File: src/rtl/wsfr_pkg.sv
// shared types and constants of the websocket frame receiver
package wsfr_pkg;

    // parse phases
    localparam logic [2:0] PH_HDR0   = 3'd0;
    localparam logic [2:0] PH_HDR1   = 3'd1;
    localparam logic [2:0] PH_EXT    = 3'd2;
    localparam logic [2:0] PH_MASK   = 3'd3;
    localparam logic [2:0] PH_DATA   = 3'd4;
    localparam logic [2:0] PH_CLOSED = 3'd5;

    // frame opcodes
    localparam logic [3:0] OP_CONT   = 4'h0;
    localparam logic [3:0] OP_TEXT   = 4'h1;
    localparam logic [3:0] OP_BINARY = 4'h2;
    localparam logic [3:0] OP_CLOSE  = 4'h8;
    localparam logic [3:0] OP_PING   = 4'h9;
    localparam logic [3:0] OP_PONG   = 4'hA;

    // 7-bit length codes that announce an extended length
    localparam logic [6:0] LEN_CODE_16 = 7'd126;
    localparam logic [6:0] LEN_CODE_64 = 7'd127;

    // event kinds
    localparam logic [1:0] KIND_DATA  = 2'd0;
    localparam logic [1:0] KIND_PONG  = 2'd1;
    localparam logic [1:0] KIND_CLOSE = 2'd2;
    localparam logic [1:0] KIND_ERROR = 2'd3;

    // error codes
    localparam logic [2:0] ERR_NONE       = 3'd0;
    localparam logic [2:0] ERR_STREAM_END = 3'd1;
    localparam logic [2:0] ERR_FRAME_LEN  = 3'd2;
    localparam logic [2:0] ERR_MSG_LEN    = 3'd3;
    localparam logic [2:0] ERR_OPCODE     = 3'd4;

    // configuration register indexes
    localparam logic [7:0] REG_MAX_FRAME   = 8'd0;
    localparam logic [7:0] REG_MAX_MESSAGE = 8'd1;

    localparam logic [31:0] MAX_FRAME_RESET   = 32'd1048576;
    localparam logic [31:0] MAX_MESSAGE_RESET = 32'd16777216;

    typedef struct packed {
        logic [1:0] event_kind;
        logic       has_byte;
        logic [7:0] out_byte;
        logic       ends_unit;
        logic       text_message;
        logic [2:0] error_code;
        logic       now_closed;
    } wsfr_result_t;

endpackage

File: src/rtl/wsfr_parse.sv
// frame parser: header decode, length checks, unmasking and result formation
module wsfr_parse
    import wsfr_pkg::*;
(
    input  logic         clk,
    input  logic         rst_n,
    input  logic         advance,
    input  logic [7:0]   byte_value,
    input  logic         stream_ended,
    input  logic [31:0]  max_frame_payload,
    input  logic [31:0]  max_message_bytes,
    output logic         res_valid,
    output wsfr_result_t res,
    output logic         closed
);

    logic [2:0]  phase_reg, phase_next;
    logic        fin_reg, fin_next;
    logic [3:0]  op_reg, op_next;
    logic        mask_reg, mask_next;
    logic [63:0] length_reg, length_next;
    logic [2:0]  hdr_cnt_reg, hdr_cnt_next;
    logic [7:0]  key_reg [4];
    logic [7:0]  key_next [4];
    logic [1:0]  key_idx_reg, key_idx_next;
    logic [63:0] left_reg, left_next;
    logic [31:0] asm_cnt_reg, asm_cnt_next;
    logic        asm_text_reg, asm_text_next;

    logic [6:0]  len_code;
    logic [63:0] len_eff;
    logic        mask_eff;
    logic        do_len_known;
    logic        do_begin;
    logic        do_finish;
    logic        fin_hb;
    logic [7:0]  fin_byte;
    logic [7:0]  plain;
    logic        bounded;
    logic        deliver;
    logic [31:0] room;

    assign closed = (phase_reg == PH_CLOSED);

    always_comb
    begin
        phase_next    = phase_reg;
        fin_next      = fin_reg;
        op_next       = op_reg;
        mask_next     = mask_reg;
        length_next   = length_reg;
        hdr_cnt_next  = hdr_cnt_reg;
        key_next      = key_reg;
        key_idx_next  = key_idx_reg;
        left_next     = left_reg;
        asm_cnt_next  = asm_cnt_reg;
        asm_text_next = asm_text_reg;
        res_valid     = 1'b0;
        res           = '0;
        len_code      = byte_value[6:0];
        len_eff       = length_reg;
        mask_eff      = mask_reg;
        do_len_known  = 1'b0;
        do_begin      = 1'b0;
        do_finish     = 1'b0;
        fin_hb        = 1'b0;
        fin_byte      = 8'd0;
        plain         = byte_value;
        bounded       = 1'b0;
        deliver       = 1'b0;
        room          = max_message_bytes - asm_cnt_reg;

        if (advance && phase_reg != PH_CLOSED)
        begin
            if (stream_ended)
            begin
                phase_next     = PH_CLOSED;
                res_valid      = 1'b1;
                res.event_kind = KIND_ERROR;
                res.error_code = ERR_STREAM_END;
                res.now_closed = 1'b1;
            end
            else
            begin
                case (phase_reg)
                    PH_HDR0:
                    begin
                        fin_next   = byte_value[7];
                        op_next    = byte_value[3:0];
                        phase_next = PH_HDR1;
                    end
                    PH_HDR1:
                    begin
                        mask_next = byte_value[7];
                        mask_eff  = byte_value[7];
                        if (len_code == LEN_CODE_16 || len_code == LEN_CODE_64)
                        begin
                            length_next  = 64'd0;
                            hdr_cnt_next = (len_code == LEN_CODE_16) ? 3'd1 : 3'd7;
                            phase_next   = PH_EXT;
                        end
                        else
                        begin
                            len_eff      = {57'd0, len_code};
                            length_next  = len_eff;
                            do_len_known = 1'b1;
                        end
                    end
                    PH_EXT:
                    begin
                        len_eff     = {length_reg[55:0], byte_value};
                        length_next = len_eff;
                        if (hdr_cnt_reg == 3'd0)
                            do_len_known = 1'b1;
                        else
                            hdr_cnt_next = hdr_cnt_reg - 3'd1;
                    end
                    PH_MASK:
                    begin
                        key_next[hdr_cnt_reg[1:0]] = byte_value;
                        if (hdr_cnt_reg >= 3'd3)
                        begin
                            hdr_cnt_next = 3'd0;
                            do_begin     = 1'b1;
                        end
                        else
                            hdr_cnt_next = hdr_cnt_reg + 3'd1;
                    end
                    PH_DATA:
                    begin
                        plain        = mask_reg ? (byte_value ^ key_reg[key_idx_reg])
                                                : byte_value;
                        key_idx_next = key_idx_reg + 2'd1;
                        left_next    = left_reg - 64'd1;
                        if (left_reg == 64'd1)
                        begin
                            do_finish = 1'b1;
                            fin_hb    = 1'b1;
                            fin_byte  = plain;
                        end
                        else
                        begin
                            res.has_byte = 1'b1;
                            res.out_byte = plain;
                            case (op_reg)
                                OP_CONT, OP_TEXT, OP_BINARY:
                                begin
                                    res_valid        = 1'b1;
                                    res.event_kind   = KIND_DATA;
                                    res.text_message = asm_text_reg;
                                end
                                OP_CLOSE:
                                begin
                                    res_valid      = 1'b1;
                                    res.event_kind = KIND_CLOSE;
                                end
                                OP_PING:
                                begin
                                    res_valid      = 1'b1;
                                    res.event_kind = KIND_PONG;
                                end
                                default:
                                    res_valid = 1'b0;
                            endcase
                        end
                    end
                    default:
                        phase_next = PH_CLOSED;
                endcase

                // declared length is complete
                if (do_len_known)
                begin
                    if (len_eff > {32'd0, max_frame_payload})
                    begin
                        phase_next     = PH_CLOSED;
                        res_valid      = 1'b1;
                        res.event_kind = KIND_ERROR;
                        res.error_code = ERR_FRAME_LEN;
                        res.now_closed = 1'b1;
                    end
                    else
                    begin
                        hdr_cnt_next = 3'd0;
                        if (mask_eff)
                            phase_next = PH_MASK;
                        else
                            do_begin = 1'b1;
                    end
                end

                // header and, for a masked frame, mask key complete
                if (do_begin)
                begin
                    bounded = (op_reg == OP_CONT) ||
                              ((op_reg == OP_TEXT || op_reg == OP_BINARY) &&
                               (!fin_reg || asm_cnt_reg != 32'd0));
                    if (op_reg == OP_TEXT)
                        asm_text_next = 1'b1;
                    if (op_reg == OP_BINARY)
                        asm_text_next = 1'b0;
                    if (bounded && (asm_cnt_reg > max_message_bytes ||
                                    len_eff > {32'd0, room}))
                    begin
                        phase_next     = PH_CLOSED;
                        res_valid      = 1'b1;
                        res.event_kind = KIND_ERROR;
                        res.error_code = ERR_MSG_LEN;
                        res.now_closed = 1'b1;
                    end
                    else
                    begin
                        key_idx_next = 2'd0;
                        left_next    = len_eff;
                        if (len_eff == 64'd0)
                            do_finish = 1'b1;
                        else
                            phase_next = PH_DATA;
                    end
                end

                // last payload byte or empty payload
                if (do_finish)
                begin
                    phase_next   = PH_HDR0;
                    res          = '0;
                    res.has_byte = fin_hb;
                    res.out_byte = fin_byte;
                    case (op_reg)
                        OP_CONT, OP_TEXT, OP_BINARY:
                        begin
                            if (op_reg != OP_CONT)
                                deliver = fin_reg;
                            else
                                deliver = fin_reg && (asm_cnt_reg != 32'd0);
                            if (deliver)
                                asm_cnt_next = 32'd0;
                            else
                                asm_cnt_next = asm_cnt_reg + length_next[31:0];
                            res_valid        = fin_hb || deliver;
                            res.event_kind   = KIND_DATA;
                            res.ends_unit    = deliver;
                            res.text_message = asm_text_next;
                        end
                        OP_CLOSE:
                        begin
                            phase_next     = PH_CLOSED;
                            res_valid      = 1'b1;
                            res.event_kind = KIND_CLOSE;
                            res.ends_unit  = 1'b1;
                            res.now_closed = 1'b1;
                        end
                        OP_PING:
                        begin
                            res_valid      = 1'b1;
                            res.event_kind = KIND_PONG;
                            res.ends_unit  = 1'b1;
                        end
                        OP_PONG:
                            res_valid = 1'b0;
                        default:
                        begin
                            phase_next     = PH_CLOSED;
                            res_valid      = 1'b1;
                            res.has_byte   = 1'b0;
                            res.out_byte   = 8'd0;
                            res.event_kind = KIND_ERROR;
                            res.error_code = ERR_OPCODE;
                            res.now_closed = 1'b1;
                        end
                    endcase
                end
            end
        end
    end

    always_ff @(posedge clk or negedge rst_n)
    begin
        if (!rst_n)
        begin
            phase_reg    <= PH_HDR0;
            fin_reg      <= 1'b0;
            op_reg       <= OP_CONT;
            mask_reg     <= 1'b0;
            hdr_cnt_reg  <= 3'd0;
            key_idx_reg  <= 2'd0;
            left_reg     <= 64'd0;
            asm_cnt_reg  <= 32'd0;
            asm_text_reg <= 1'b0;
        end
        else
        begin
            phase_reg    <= phase_next;
            fin_reg      <= fin_next;
            op_reg       <= op_next;
            mask_reg     <= mask_next;
            hdr_cnt_reg  <= hdr_cnt_next;
            key_idx_reg  <= key_idx_next;
            left_reg     <= left_next;
            asm_cnt_reg  <= asm_cnt_next;
            asm_text_reg <= asm_text_next;
        end
    end

    // length and mask key are always written before they are read
    always_ff @(posedge clk)
    begin
        length_reg <= length_next;
        key_reg    <= key_next;
    end

endmodule

File: src/rtl/websocket_frame_receiver_top.sv
// top level of the websocket frame receiver: ports, config registers, result register
//
// usage
// - input stream (s_*): one link byte per transfer in s_tdata; s_tuser flags that
//   the link ended instead of delivering a byte
// - output stream (m_*): at most one result per input byte; payload bytes of data,
//   ping and close frames leave unmasked, errors leave as a single error result
// - config channel (cfg_*): always ready; index 0 writes the largest frame payload,
//   index 1 the largest reassembled message size; write only while the block is idle
// - output timing: a result is registered and appears on m_* in the cycle after the byte that causes it
// - throughput: one byte per cycle while no held result stalls the input, set by the single
//   header/payload decode path between the input handshake and the result register
// - s_tready is high while the result register is empty or being drained, so a
//   new byte is taken in the same cycle the held result leaves
// - when the receiver stalls (m_tready low with a result held), s_tready drops and
//   the held result stays unchanged
// - reset returns the parser to the first header byte, clears the reassembly count
//   and loads the default limits (1048576 and 16777216)
// - after an error or a close frame the channel is closed: input is still taken
//   but gives no result until the next reset
module websocket_frame_receiver_top
    import wsfr_pkg::*;
(
    input  logic        clk,
    input  logic        rst_n,
    // input byte stream
    input  logic        s_tvalid,
    output logic        s_tready,
    input  logic [7:0]  s_tdata,   // [7:0] byte_value
    input  logic        s_tuser,   // [0] stream_ended
    // result stream
    output logic        m_tvalid,
    input  logic        m_tready,
    output logic [15:0] m_tdata,   // [7:0] out_byte, [10:8] error_code, [11] now_closed
    output logic [3:0]  m_tuser,   // [1:0] event_kind, [2] has_byte, [3] text_message
    output logic        m_tlast,   // ends_unit
    // configuration writes
    input  logic        cfg_valid,
    output logic        cfg_ready,
    input  logic [7:0]  cfg_index,
    input  logic [31:0] cfg_data
);

    logic [31:0]  max_frame_reg;
    logic [31:0]  max_msg_reg;
    logic         out_valid_reg;
    wsfr_result_t out_res_reg;
    logic         advance;
    logic         res_valid;
    wsfr_result_t res;
    logic         closed;

    // the result register is free when empty or being taken this cycle
    assign s_tready  = !out_valid_reg || m_tready;
    assign advance   = s_tvalid && s_tready;
    assign cfg_ready = 1'b1;

    wsfr_parse u_parse (
        .clk               (clk),
        .rst_n             (rst_n),
        .advance           (advance),
        .byte_value        (s_tdata),
        .stream_ended      (s_tuser),
        .max_frame_payload (max_frame_reg),
        .max_message_bytes (max_msg_reg),
        .res_valid         (res_valid),
        .res               (res),
        .closed            (closed)
    );

    // configuration registers
    always_ff @(posedge clk or negedge rst_n)
    begin
        if (!rst_n)
        begin
            max_frame_reg <= MAX_FRAME_RESET;
            max_msg_reg   <= MAX_MESSAGE_RESET;
        end
        else if (cfg_valid && cfg_ready)
        begin
            case (cfg_index)
                REG_MAX_FRAME:   max_frame_reg <= cfg_data;
                REG_MAX_MESSAGE: max_msg_reg   <= cfg_data;
                default:         ;
            endcase
        end
    end

    // result register valid flag
    always_ff @(posedge clk or negedge rst_n)
    begin
        if (!rst_n)
            out_valid_reg <= 1'b0;
        else if (advance)
            out_valid_reg <= res_valid;
        else if (m_tready)
            out_valid_reg <= 1'b0;
    end

    // result payload, loaded on every accepted byte
    always_ff @(posedge clk)
    begin
        if (advance)
            out_res_reg <= res;
    end

    assign m_tvalid = out_valid_reg;
    assign m_tdata  = {4'd0, out_res_reg.now_closed, out_res_reg.error_code,
                       out_res_reg.out_byte};
    assign m_tuser  = {out_res_reg.text_message, out_res_reg.has_byte,
                       out_res_reg.event_kind};
    assign m_tlast  = out_res_reg.ends_unit;

    // a closed channel stays closed until reset
    a_closed_sticky: assert property (@(posedge clk) disable iff (!rst_n)
        closed |=> closed)
        else $error("channel reopened without reset");

    // an error result carries a code and closes the channel
    a_error_closes: assert property (@(posedge clk) disable iff (!rst_n)
        (m_tvalid && out_res_reg.event_kind == KIND_ERROR) |->
        (out_res_reg.now_closed && out_res_reg.error_code != ERR_NONE && closed))
        else $error("error result without code or close");

    // a held result blocks the input side
    a_stall_blocks: assert property (@(posedge clk) disable iff (!rst_n)
        (m_tvalid && !m_tready) |-> !s_tready)
        else $error("input taken while result is stalled");

    // a closed channel produces no further results
    a_closed_quiet: assert property (@(posedge clk) disable iff (!rst_n)
        (closed && advance) |=> !m_tvalid)
        else $error("result produced on closed channel");

endmodule
File: config.mk
export PLATFORM = sky130hd
export DESIGN_NAME = websocket_frame_receiver_top
export DESIGN_NICKNAME = d
export VERILOG_FILES = /design/src/rtl/wsfr_pkg.sv /design/src/rtl/wsfr_parse.sv /design/src/rtl/websocket_frame_receiver_top.sv
export SDC_FILE = /design/constraint.sdc
export NUM_CORES = 1
export LEC_CHECK = 0
export ABC_CLOCK_PERIOD_IN_PS = 7800
export BUFFER_PORTS_ARGS = -buffer_cell sky130_fd_sc_hd__buf_2
export CORE_ASPECT_RATIO = 0.5
export CORE_UTILIZATION = 60
export CTS_CLUSTER_DIAMETER = 150
export DETAILED_ROUTE_END_ITERATION = 10
export GPL_TIMING_DRIVEN = 0
export PLACE_DENSITY = 0.78
export SLEW_MARGIN = 20
export SYNTH_ARGS = -nofsm -noshare
export SYNTH_HDL_FRONTEND = slang
export SYNTH_SLANG_ARGS = --single-unit
File: constraint.sdc
create_clock -name clk -period 7.8 [get_ports clk]
set_clock_uncertainty 0.2 [all_clocks]
set_input_delay 0.39 -clock clk [delete_from_list [all_inputs] [get_ports clk]]
set_output_delay 0.39 -clock clk [all_outputs]
set_load 0.01 [all_outputs]
==> summary.md, run 1 <==
| Metric | Value |
|---|---|
| Hold worst-path end | u_parse.key_reg[1]$_DFFE_PP_ |
| Final wirelength | 55.8 mm |
| Worst-path fanout max | 10 |
| Fmax | 132 MHz |
| Vias per Instance | 6.48 |
| Routed length per instance | 21.8 um |
| Port buffer count | 72 |
| Post-CTS setup repair buffer count | 0 |
| Syn avg cell area | 9.57 um^2 |
| Post-synthesis adder-cell area fraction | 0.0918 |
| Synth Area in Simple Gates | 0.164 |
| Routability Congestion | 0.978 |
| Reg clk slew, reported paths | 0.07 ns |
| Layout cells sized above 1 | 0.123 |
| Dpl ws | 0.228 ns |
| Vias in the first global route | 15,563 |
| RSZ-0062 raised after global routing | false |
| EDFF count, synth | 113 |
| Die width | 253 um |
| VDD IR max | 0.000183 V |
| Pin count of the biggest net entering global routing | 79 |
| Post-DRT Antenna Nets | 0 |
| Slew HR | 0.198 |
| Crit start category | flop |
| Antenna fix cells | 0 |
| # setup viols final | 0 |
| Row count | 45 |
| DR DRC count | 0 |
| Share of the core filled with cells | 0.697 |
| Period minus WS final | 7.60 ns |
| Worst Tran Pin Value | 1.19 ns |
| XOR/XNOR share of the synthesized area | 0.0312 |
| Crit path DAT | 7.86 ns |
| CTS tree | done |
| Reg2Reg Depth | 24 |
| Sink Count | 289 |
| IO Pins | 78 |
| Count of final hold-check violations | 0 |
| Die Y | 127 um |
| Vias | 16,612 |
| Post-synthesis compound-gate area fraction | 0.216 |
| Total track usage | 0.347 |
| Largest family of logic cells by synthesized area | compound AO/OA/AOI/OAI gates |
| Setup TNS | 0 ns |
| First-pass GRT wire length | 86.6 mm |
| Hold WC Path Type | in2reg |
| Area added between synthesis and finish | 13.1% |
| DRT iter0 DRCs | 2,072 |
| Hold path startpoint | s_tdata[1] |
| Cell count after synthesis | 1,969 |
| WP data required | 8.06 ns |
| Die area | 32,200 um^2 |
| Cells after DPL | 2,471 |
| Multiplexer share of the synthesized area | 0.0355 |
| Max-Cap Viols | 0 |
| Kind of critical path | reg2reg |
| Final setup margin | 0.200 ns |
| Num CTS Buffers | 27 |
| Reg-to-reg startpoint | u_parse.asm_cnt_reg[6]$_DFFE_PN0P_ |
| CTS root buf | clkbuf_16 |
| Initial DRT Pass Iterations | 6 |
| Distinct cell type count after synthesis | 89 |
| Worst Hold Depth | 1 |
| Critical Path Sink Type | flop |
| Pwr per Cell Area | 176 nW/um^2 |
| Nets | 2,309 |
| Most frequent cells in the layout | 190 x nand2_1, 174 x dfrtp_1, 155 x a21oi_1 |
| Pwr Total | 3.74 mW |
| Synthesis-stage register bit count | 289 |
| Worst-Skew Late Latency | 0.58 ns |
| RR Endpoint | u_parse.left_reg[47]$_DFFE_PN0P_ |
| Final period util | 0.974 |
| Sequential share of the synthesized area | 0.414 |
| Final HPWL DP | 41.5 mm |
| Outcome | complete, no violations |
| Max Root-Sink Buffers | 3 |
| H-tree depth | 1 |
| Synth warnings | 0 |
| Finished Layout Cells | 2,562 |
| Synth async-reset ratio | 0.609 |
| Initial antenna violation count | 0 |
| Leakage power | 9.00 nW |
| Gr ovfl total | 0 |
| Starting density of the core | 0.616 |
| Core Region | 30,600 um^2 |
| Top_reg_cell synth | dfrtp_1 |
| Final Slew Violations | 0 |
| Post-Syn Area | 18,800 um^2 |
| Commonest non-fill, non-tap cell in the layout | nand2_1 |
| Worst R2R Setup Slack | 0.20 ns |
-- through the flow --
| stage | hold WS (ns) | area [um^2] |
|---|---|---|
| global placement | 0.281 | 19700 |
| detailed placement | 0.112 | 19900 |
| finish | 0.0240 | 21300 |
| CTS | 0.00823 | 21300 |
| global route | 0.0160 | 21300 |
| floorplan | -0.106 | 18800 |
-- where the power goes --
| part | total, mW | internal (mW) | switching, mW |
|---|---|---|---|
| combinational | 0.568 | 0.244 | 0.324 |
| clock | 1.52 | 0.883 | 0.638 |
| sequential | 1.65 | 1.62 | 0.0330 |
-- per-layer routing --
layer / part of all wire / vias up / global-route usage
met4: 0.029 / 0 / 0.0984
met1: 0.43 / 8034 / 0.498
met2: 0.44 / 873 / 0.530
met5: 0 / - / 0
li1: - / 7578 / -
met3: 0.10 / 127 / 0.0795
-- Yosys cell counts, types with 18 or more instances --
cell type,count,area [um^2]
nand2_1,190,713
dfrtp_1,174,4350
a21oi_1,155,776
ha_1,135,1690
inv_1,126,473
nor2_1,126,473
o21ai_0,119,596
edfxtp_1,113,3390
clkbuf_1,48,180
nor3_1,46,230
and2_1,45,282
a22o_1,43,377
a211oi_1,41,308
mux2_2,38,428
nor4_1,38,238
xor2_1,35,307
nand3_1,33,165
xnor2_1,32,280
a21o_1,29,218
o22a_1,28,245
o31ai_2,23,288
nand4_1,22,138
a31oi_1,21,131
o21a_1,20,150
nor2b_1,18,113
-- worst max path at each step --
stage                                             from                                 end  slack (ns)  depth (start not counted)
floorplan           u_parse.asm_cnt_reg[6]$_DFFE_PN0P_    u_parse.left_reg[59]$_DFFE_PN0P_        1.90                         25
global placement    u_parse.asm_cnt_reg[6]$_DFFE_PN0P_    u_parse.phase_reg[0]$_DFFE_PN0P_        0.24                         23
detailed placement  u_parse.asm_cnt_reg[6]$_DFFE_PN0P_  u_parse.key_idx_reg[1]$_DFFE_PN0P_        0.23                         24
CTS                 u_parse.asm_cnt_reg[6]$_DFFE_PN0P_  u_parse.key_idx_reg[1]$_DFFE_PN0P_        0.18                         24
global route        u_parse.asm_cnt_reg[6]$_DFFE_PN0P_    u_parse.left_reg[62]$_DFFE_PN0P_        0.01                         25
finish              u_parse.asm_cnt_reg[6]$_DFFE_PN0P_    u_parse.left_reg[47]$_DFFE_PN0P_        0.20                         24
-- cell type report --
class / count / area [um^2]
plain buffers: 87 / 419
clock buffers: 40 / 838
clock inverters: 10 / 166
fillers: 2328 / 9270
inverters: 126 / 473
multi-input cells: 1470 / 10200
flip-flops and latches: 289 / 7800
well taps: 423 / 529
repair buffers: 117 / 883
-- repair_timing --
action	CTS	global route
resized for setup	0	4
hold endpoints to repair	216	0
hold buffers	41	0
setup endpoints to repair	0	96
-- worst max-delay path, stage by stage (launching register included) --
cell and delay, ns:
dfrtp_1 0.46, inv_1 0.11, ha_1 0.33, o21a_1 0.19, o2111ai_1 0.16, o21bai_1 0.15, a21boi_0 0.16, a31o_2 0.32
a31oi_1 0.32, a21boi_0 0.19, o41ai_1 0.62, or4b_2 0.63, o211a_1 0.16, ha_1 0.31, nand4_1 0.13, nor2_1 0.06
a221oi_1 0.33, o211ai_1 0.14, o311ai_1 0.63, nand2_1 0.37, a211o_1 0.37, clkbuf_1 0.31, a211oi_1 0.49, a21oi_1 0.09
o22a_1 0.22
-- kinds of logic after synthesis --
group | after synthesis
xor+xnor | 67
compound gates | 596
fa+ha+maj | 137
mux | 52
simple gates | 613
flops | 289
buf+inv | 213
other cells | 2
(Power assumes the default switching activity.)
==> run 2: changes to the inputs <==
Settings changed: CORE_UTILIZATION 60 to 50, CTS_CLUSTER_DIAMETER 150 to 40, PLACE_DENSITY 0.78 to 0.66.
==> summary.md, run 2 (same netlist as run 1, synthesis figures left out) <==
| Metric | Value |
|---|---|
| Worst-path fanout max | 10 |
| Final HPWL DP | 43.0 mm |
| # setup viols final | 0 |
| Area added between synthesis and finish | 13.9% |
| Crit path DAT | 7.59 ns |
| Commonest non-fill, non-tap cell in the layout | nand2_1 |
| Count of final hold-check violations | 0 |
| Total track usage | 0.302 |
| DRT iter0 DRCs | 1,668 |
| Sequential Area | 7800 um^2 |
| Sequential power share | 0.424 |
| Vias | 16,206 |
| Reg-to-reg startpoint | u_parse.asm_cnt_reg[0]$_DFFE_PN0P_ |
| Sw Ratio | 0.278 |
| CTS root buf | clkbuf_16 |
| Cell mode on critical path | a21oi_1 |
| Port buffer count | 72 |
| H-tree depth | 2 |
| Period minus WS final | 7.40 ns |
| DR DRC count | 0 |
| Slew HR | 0.263 |
| Final wirelength | 58.1 mm |
| CP startpoint | u_parse.asm_cnt_reg[0]$_DFFE_PN0P_ |
| IO Pins | 78 |
| Final setup margin | 0.398 ns |
| Layout cells sized above 1 | 0.128 |
| Num CTS Buffers | 36 |
| Initial DRT Pass Iterations | 6 |
| Critical path's slowest cell | or4b_2 |
| Routed length per instance | 22.1 um |
| Fmax | 135 MHz |
| Share of the core filled with cells | 0.588 |
| Sink Count | 289 |
| Pwr per Cell Area | 182 nW/um^2 |
| Post-DRT Antenna Nets | 0 |
| First-pass GRT wire length | 89.9 mm |
| Leakage power | 9.04 nW |
| WP data required | 7.98 ns |
| Starting density of the core | 0.516 |
| Vias in the first global route | 15,530 |
| Core Region | 36,500 um^2 |
| Max-Cap Viols | 0 |
| Initial antenna violation count | 1 |
| Nets | 2,312 |
| Final period util | 0.949 |
| Kind of critical path | reg2reg |
| Die area | 38,500 um^2 |
| Most frequent cells in the layout | 190 x nand2_1, 174 x dfrtp_1, 155 x a21oi_1 |
| Combinational power share | 0.148 |
| Die Y | 139 um |
| VDD IR max | 0.000123 V |
| Reg clk slew, reported paths | 0.06 ns |
| Post-CTS setup repair buffer count | 0 |
| Max Root-Sink Buffers | 3 |
| Worst-Skew Late Latency | 0.54 ns |
| Largest stage delay, worst path | 0.62 ns |
| Die width | 276 um |
| RSZ-0062 raised after global routing | false |
| Hold WC Path Type | in2reg |
| Antenna fix cells | 0 |
| Clock group share of total power | 0.428 |
| Final Slew Violations | 0 |
| Pin count of the biggest net entering global routing | 92 |
| Crit start category | flop |
| P_int | 2.82 mW |
| FILL cells | 3,170 |
| Setup TNS | 0 ns |
| Area of the multi-input gates | 10,200 um^2 |
| Hold path startpoint | s_tdata[4] |
| Critical Path Sink Type | flop |
| Routability Congestion | 0.950 |
| Gr ovfl total | 0 |
| Row count | 49 |
| Worst Tran Pin Value | 1.09 ns |
| Vias per Instance | 6.16 |
| Switch Pwr | 1.08 mW |
| Hold WS | 0.0355 ns |
| CTS tree | done |
| Outcome | complete, no violations |
| Dpl ws | 0.425 ns |
[run 2: cell count changes in the layout (fill, tap and decap cells not counted), moves of 3 or more]
cell / change
bufinv_16: -3
clkbuf_16: +8
clkbuf_8: -3
clkinv_4: +5
dlygate4sd3_1: -5
inv_6: +4
[run 2: final cells by class]
class / instances / share of cell area
Buffer: 87 / 0.0195
Inverter: 126 / 0.0220
Sequential cell: 289 / 0.363
Tap cell: 484 / 0.0282
Clock buffer: 46 / 0.0466
Clock inverter: 17 / 0.00729
Multi-Input combinational cell: 1470 / 0.475
Timing Repair Buffer: 111 / 0.0379
[run 2: path summary, 6_finish.rpt]
check,endpoint,slack [ns],depth (start not counted)
min in group asynchronous,u_parse.asm_cnt_reg[21]$_DFFE_PN0P_,0.25,2
worst min register to register,u_parse.left_reg[38]$_DFFE_PN0P_,0.29,1
worst min-delay path,u_parse.key_reg[28]$_DFFE_PP_,0.04,1
max in group asynchronous,u_parse.left_reg[57]$_DFFE_PN0P_,6.18,3
worst max-delay path,u_parse.left_reg[13]$_DFFE_PN0P_,0.40,25
worst max register to register,u_parse.left_reg[13]$_DFFE_PN0P_,0.40,25
[run 2: critical path, delay by kind of cell, from the launching register on]
kind | cells | cell delay, ns
adder cells (fa/ha/maj) | 3 | 0.74
AO/OA/AOI/OAI | 14 | 3.03
flip-flops | 1 | 0.44
buffers and inverters | 2 | 0.76
AND/OR/NAND/NOR | 6 | 2.07
[run 2: through the flow]
stage / instance area, um^2 / total power [mW] / cells
after floorplan: 18800 / 2.06 / 1972
after global placement: 19800 / 2.22 / 2528
after detailed placement: 19900 / 2.23 / 2531
after CTS: 21400 / 3.90 / 2630
after global routing: 21500 / 4.04 / 2630
final: 21500 / 3.90 / 2630
[run 2: power by group through the flow]
stage                     Combinational [mW]  Clock [mW]  Sequential, mW
final                                  0.579        1.67            1.65
after global routing                   0.647        1.74            1.66
after CTS                              0.565        1.68            1.65
after detailed placement               0.546           0            1.68
after global placement                 0.536           0            1.68
after floorplan                        0.382           0            1.67
[run 2: repair_timing]
| action | CTS | global route |
|---|---|---|
| hold buffers | 36 | 0 |
| gates resized for setup | 0 | 2 |
| hold endpoints to repair | 158 | 0 |
| setup endpoints to repair | 0 | 23 |
[run 2: routing by layer]
| metal | track usage | vias up | part of all wire |
|---|---|---|---|
| met5 | 0 | - | 0 |
| met3 | 0.0660 | 143 | 0.086 |
| met1 | 0.442 | 7833 | 0.46 |
| met4 | 0.0947 | 0 | 0.032 |
| met2 | 0.445 | 639 | 0.42 |
| li1 | - | 7591 | - |
==> run 3: changes to the inputs <==
Settings changed: SYNTH_HIERARCHICAL from default to 1.
==> summary.md, run 3 <==
| Metric | Value |
|---|---|
| Row count | 50 |
| Max-Cap Viols | 0 |
| Starting density of the core | 0.511 |
| Slew HR | 0.175 |
| Reg2Reg Depth | 20 |
| Layout cells sized above 1 | 0.123 |
| Hold path startpoint | s_tdata[3] |
| Reg clk slew, reported paths | 0.07 ns |
| Cells after DPL | 2,670 |
| Largest stage delay, worst path | 0.66 ns |
| H-tree depth | 2 |
| Pwr per Cell Area | 170 nW/um^2 |
| Dpl ws | -0.190 ns |
| Post-Syn Area | 19,200 um^2 |
| Crit path DAT | 7.66 ns |
| Worst R2R Setup Slack | 0.32 ns |
| Antenna fix cells | 0 |
| Worst-Skew Late Latency | 0.54 ns |
| Total track usage | 0.299 |
| Final period util | 0.959 |
| WP data required | 7.98 ns |
| Num CTS Buffers | 34 |
| Crit start category | flop |
| Commonest non-fill, non-tap cell in the layout | nand2_1 |
| CP Buf/Inv Count | 6 |
| Synth warnings | 6 |
| Cell mode on critical path | clkbuf_1 |
| Initial antenna violation count | 0 |
| Hold WC Path Type | in2reg |
| Outcome | complete, no violations |
| Die width | 279 um |
| Pin count of the biggest net entering global routing | 75 |
| Kind of critical path | reg2reg |
| Routability Congestion | 0.947 |
| Period minus WS final | 7.48 ns |
| Post-DRT Antenna Nets | 0 |
| FILL cells | 3,353 |
| DR DRC count | 0 |
| Worst-path fanout max | 10 |
| CTS tree | done |
| Hold worst-path end | u_parse/key_reg[27]$_DFFE_PP_ |
| Die Y | 141 um |
| Count of final hold-check violations | 0 |
| Nets | 2,415 |
| DRT iter0 DRCs | 1,845 |
| Vias | 16,882 |
| Final setup margin | 0.319 ns |
| RSZ-0062 raised after global routing | false |
| Final Slew Violations | 0 |
| Cell count after synthesis | 2,071 |
| Initial DRT Pass Iterations | 6 |
| Die area | 39,300 um^2 |
| Core Region | 37,600 um^2 |
| Finished Layout Cells | 2,769 |
| CTS root buf | clkbuf_16 |
| IO Pins | 78 |
| Critical path cell sequence | buf_2, nor3b_2, clkbuf_1, clkbuf_1, clkbuf_1, nand2_1, a21oi_1, ha_1, nand4_1, or4_1, a21o_1, a32oi_1, o21ai_1, a21oi_2, or3_1, buf_2, clkbuf_1, o21ai_0, a21oi_1, a21oi_1 |
| Port buffer count | 72 |
| Share of the core filled with cells | 0.582 |
| Routed length per instance | 21.2 um |
| CP top delay family | buffers and inverters |
| Gr ovfl total | 0 |
| VDD IR max | 0.000134 V |
| RR Endpoint | u_parse/left_reg[28]$_DFFE_PN0P_ |
| Vias in the first global route | 15,995 |
| Reg-to-reg startpoint | u_parse/phase_reg[0]$_DFFE_PN0P_ |
| Critical path's slowest cell | nor3b_2 |
| First-pass GRT wire length | 91.2 mm |
| Most frequent cells in the layout | 220 x nand2_1, 214 x a21oi_1, 174 x dfrtp_1 |
| Leakage power | 9.55 nW |
| Worst Tran Pin Value | 1.23 ns |
| Final HPWL DP | 43.7 mm |
| Max Root-Sink Buffers | 3 |
| Area added between synthesis and finish | 13.9% |
| Sink Count | 289 |
| Syn avg cell area | 9.28 um^2 |
| Vias per Instance | 6.10 |
| # setup viols final | 0 |
| Final wirelength | 58.6 mm |
| Critical Path Sink Type | flop |
| Fmax | 134 MHz |
| Worst Hold Depth | 1 |
==> run 3: worst register-to-register path: stages (launching register included) <==
cell      delay [ns]
dfrtp_1         0.43
buf_2           0.21
nor3b_2         0.66
clkbuf_1        0.50
clkbuf_1        0.52
clkbuf_1        0.46
nand2_1         0.14
a21oi_1         0.58
ha_1            0.27
nand4_1         0.15
or4_1           0.56
a21o_1          0.17
a32oi_1         0.19
o21ai_1         0.24
a21oi_2         0.48
or3_1           0.26
buf_2           0.30
clkbuf_1        0.55
o21ai_0         0.21
a21oi_1         0.19
a21oi_1         0.06
==> run 3: worst max-delay path by stage <==
stage	slack, ns	startpoint	end	cells past startpoint
2_1_floorplan	2.18	u_parse/asm_cnt_reg[0]$_DFFE_PN0P_	m_tvalid$_DFFE_PN0P_	25
4_1_cts	0.23	u_parse/phase_reg[0]$_DFFE_PN0P_	u_parse/left_reg[28]$_DFFE_PN0P_	20
3_5_place_dp	-0.19	u_parse/phase_reg[0]$_DFFE_PN0P_	u_parse/left_reg[37]$_DFFE_PN0P_	20
5_1_grt	0.06	u_parse/phase_reg[0]$_DFFE_PN0P_	u_parse/left_reg[29]$_DFFE_PN0P_	20
3_3_place_gp	-0.09	u_parse/phase_reg[0]$_DFFE_PN0P_	u_parse/left_reg[52]$_DFFE_PN0P_	20
6_report	0.32	u_parse/phase_reg[0]$_DFFE_PN0P_	u_parse/left_reg[28]$_DFFE_PN0P_	20
==> run 3: routing by layer <==
metal	global-route usage	up-vias	wire [um]	share of wire
met1	0.449	8160	27300	0.47
met3	0.0554	95	5400	0.092
met5	0	-	0	0
met4	0.0711	0	1190	0.020
met2	0.446	760	24700	0.42
li1	-	7867	-	-
==> run 3: cell type report <==
class | instances | area (um^2) | area share
Tap cell | 520 | 651 | 0.0297
Clock inverter | 11 | 136 | 0.00623
Inverter | 143 | 537 | 0.0245
Timing Repair Buffer | 114 | 853 | 0.0390
Clock buffer | 50 | 993 | 0.0454
Sequential cell | 289 | 7800 | 0.356
Multi-Input combinational cell | 1547 | 10500 | 0.479
Buffer | 95 | 442 | 0.0202
==> run 3: where the power goes <==
| part | switching (mW) | internal [mW] | total, mW |
|---|---|---|---|
| registers | 0.0176 | 1.60 | 1.62 |
| clock network | 0.668 | 0.964 | 1.63 |
| logic | 0.259 | 0.219 | 0.478 |
==> run 3: metrics by stage <==
stage	TNS (ns)	area, um^2	power [mW]	hold WS (ns)
floorplan	0	19200	1.97	-0.106
global placement	-0.788	20200	2.09	0.271
detailed placement	-3.76	20400	2.10	0.138
CTS	0	21900	3.75	0.00774
global route	0	21900	3.87	0.0196
finish	0	21900	3.72	0.0286
==> run 3: timing repair <==
| item | in CTS | in global routing |
|---|---|---|
| hold endpoints to repair | 145 | 0 |
| setup buffers | 0 | 0 |
| resized for setup | 1 | 2 |
| gates cloned | 0 | 0 |
| setup endpoints to repair | 37 | 56 |
| hold buffers | 38 | 0 |
| pin swaps | 0 | 0 |
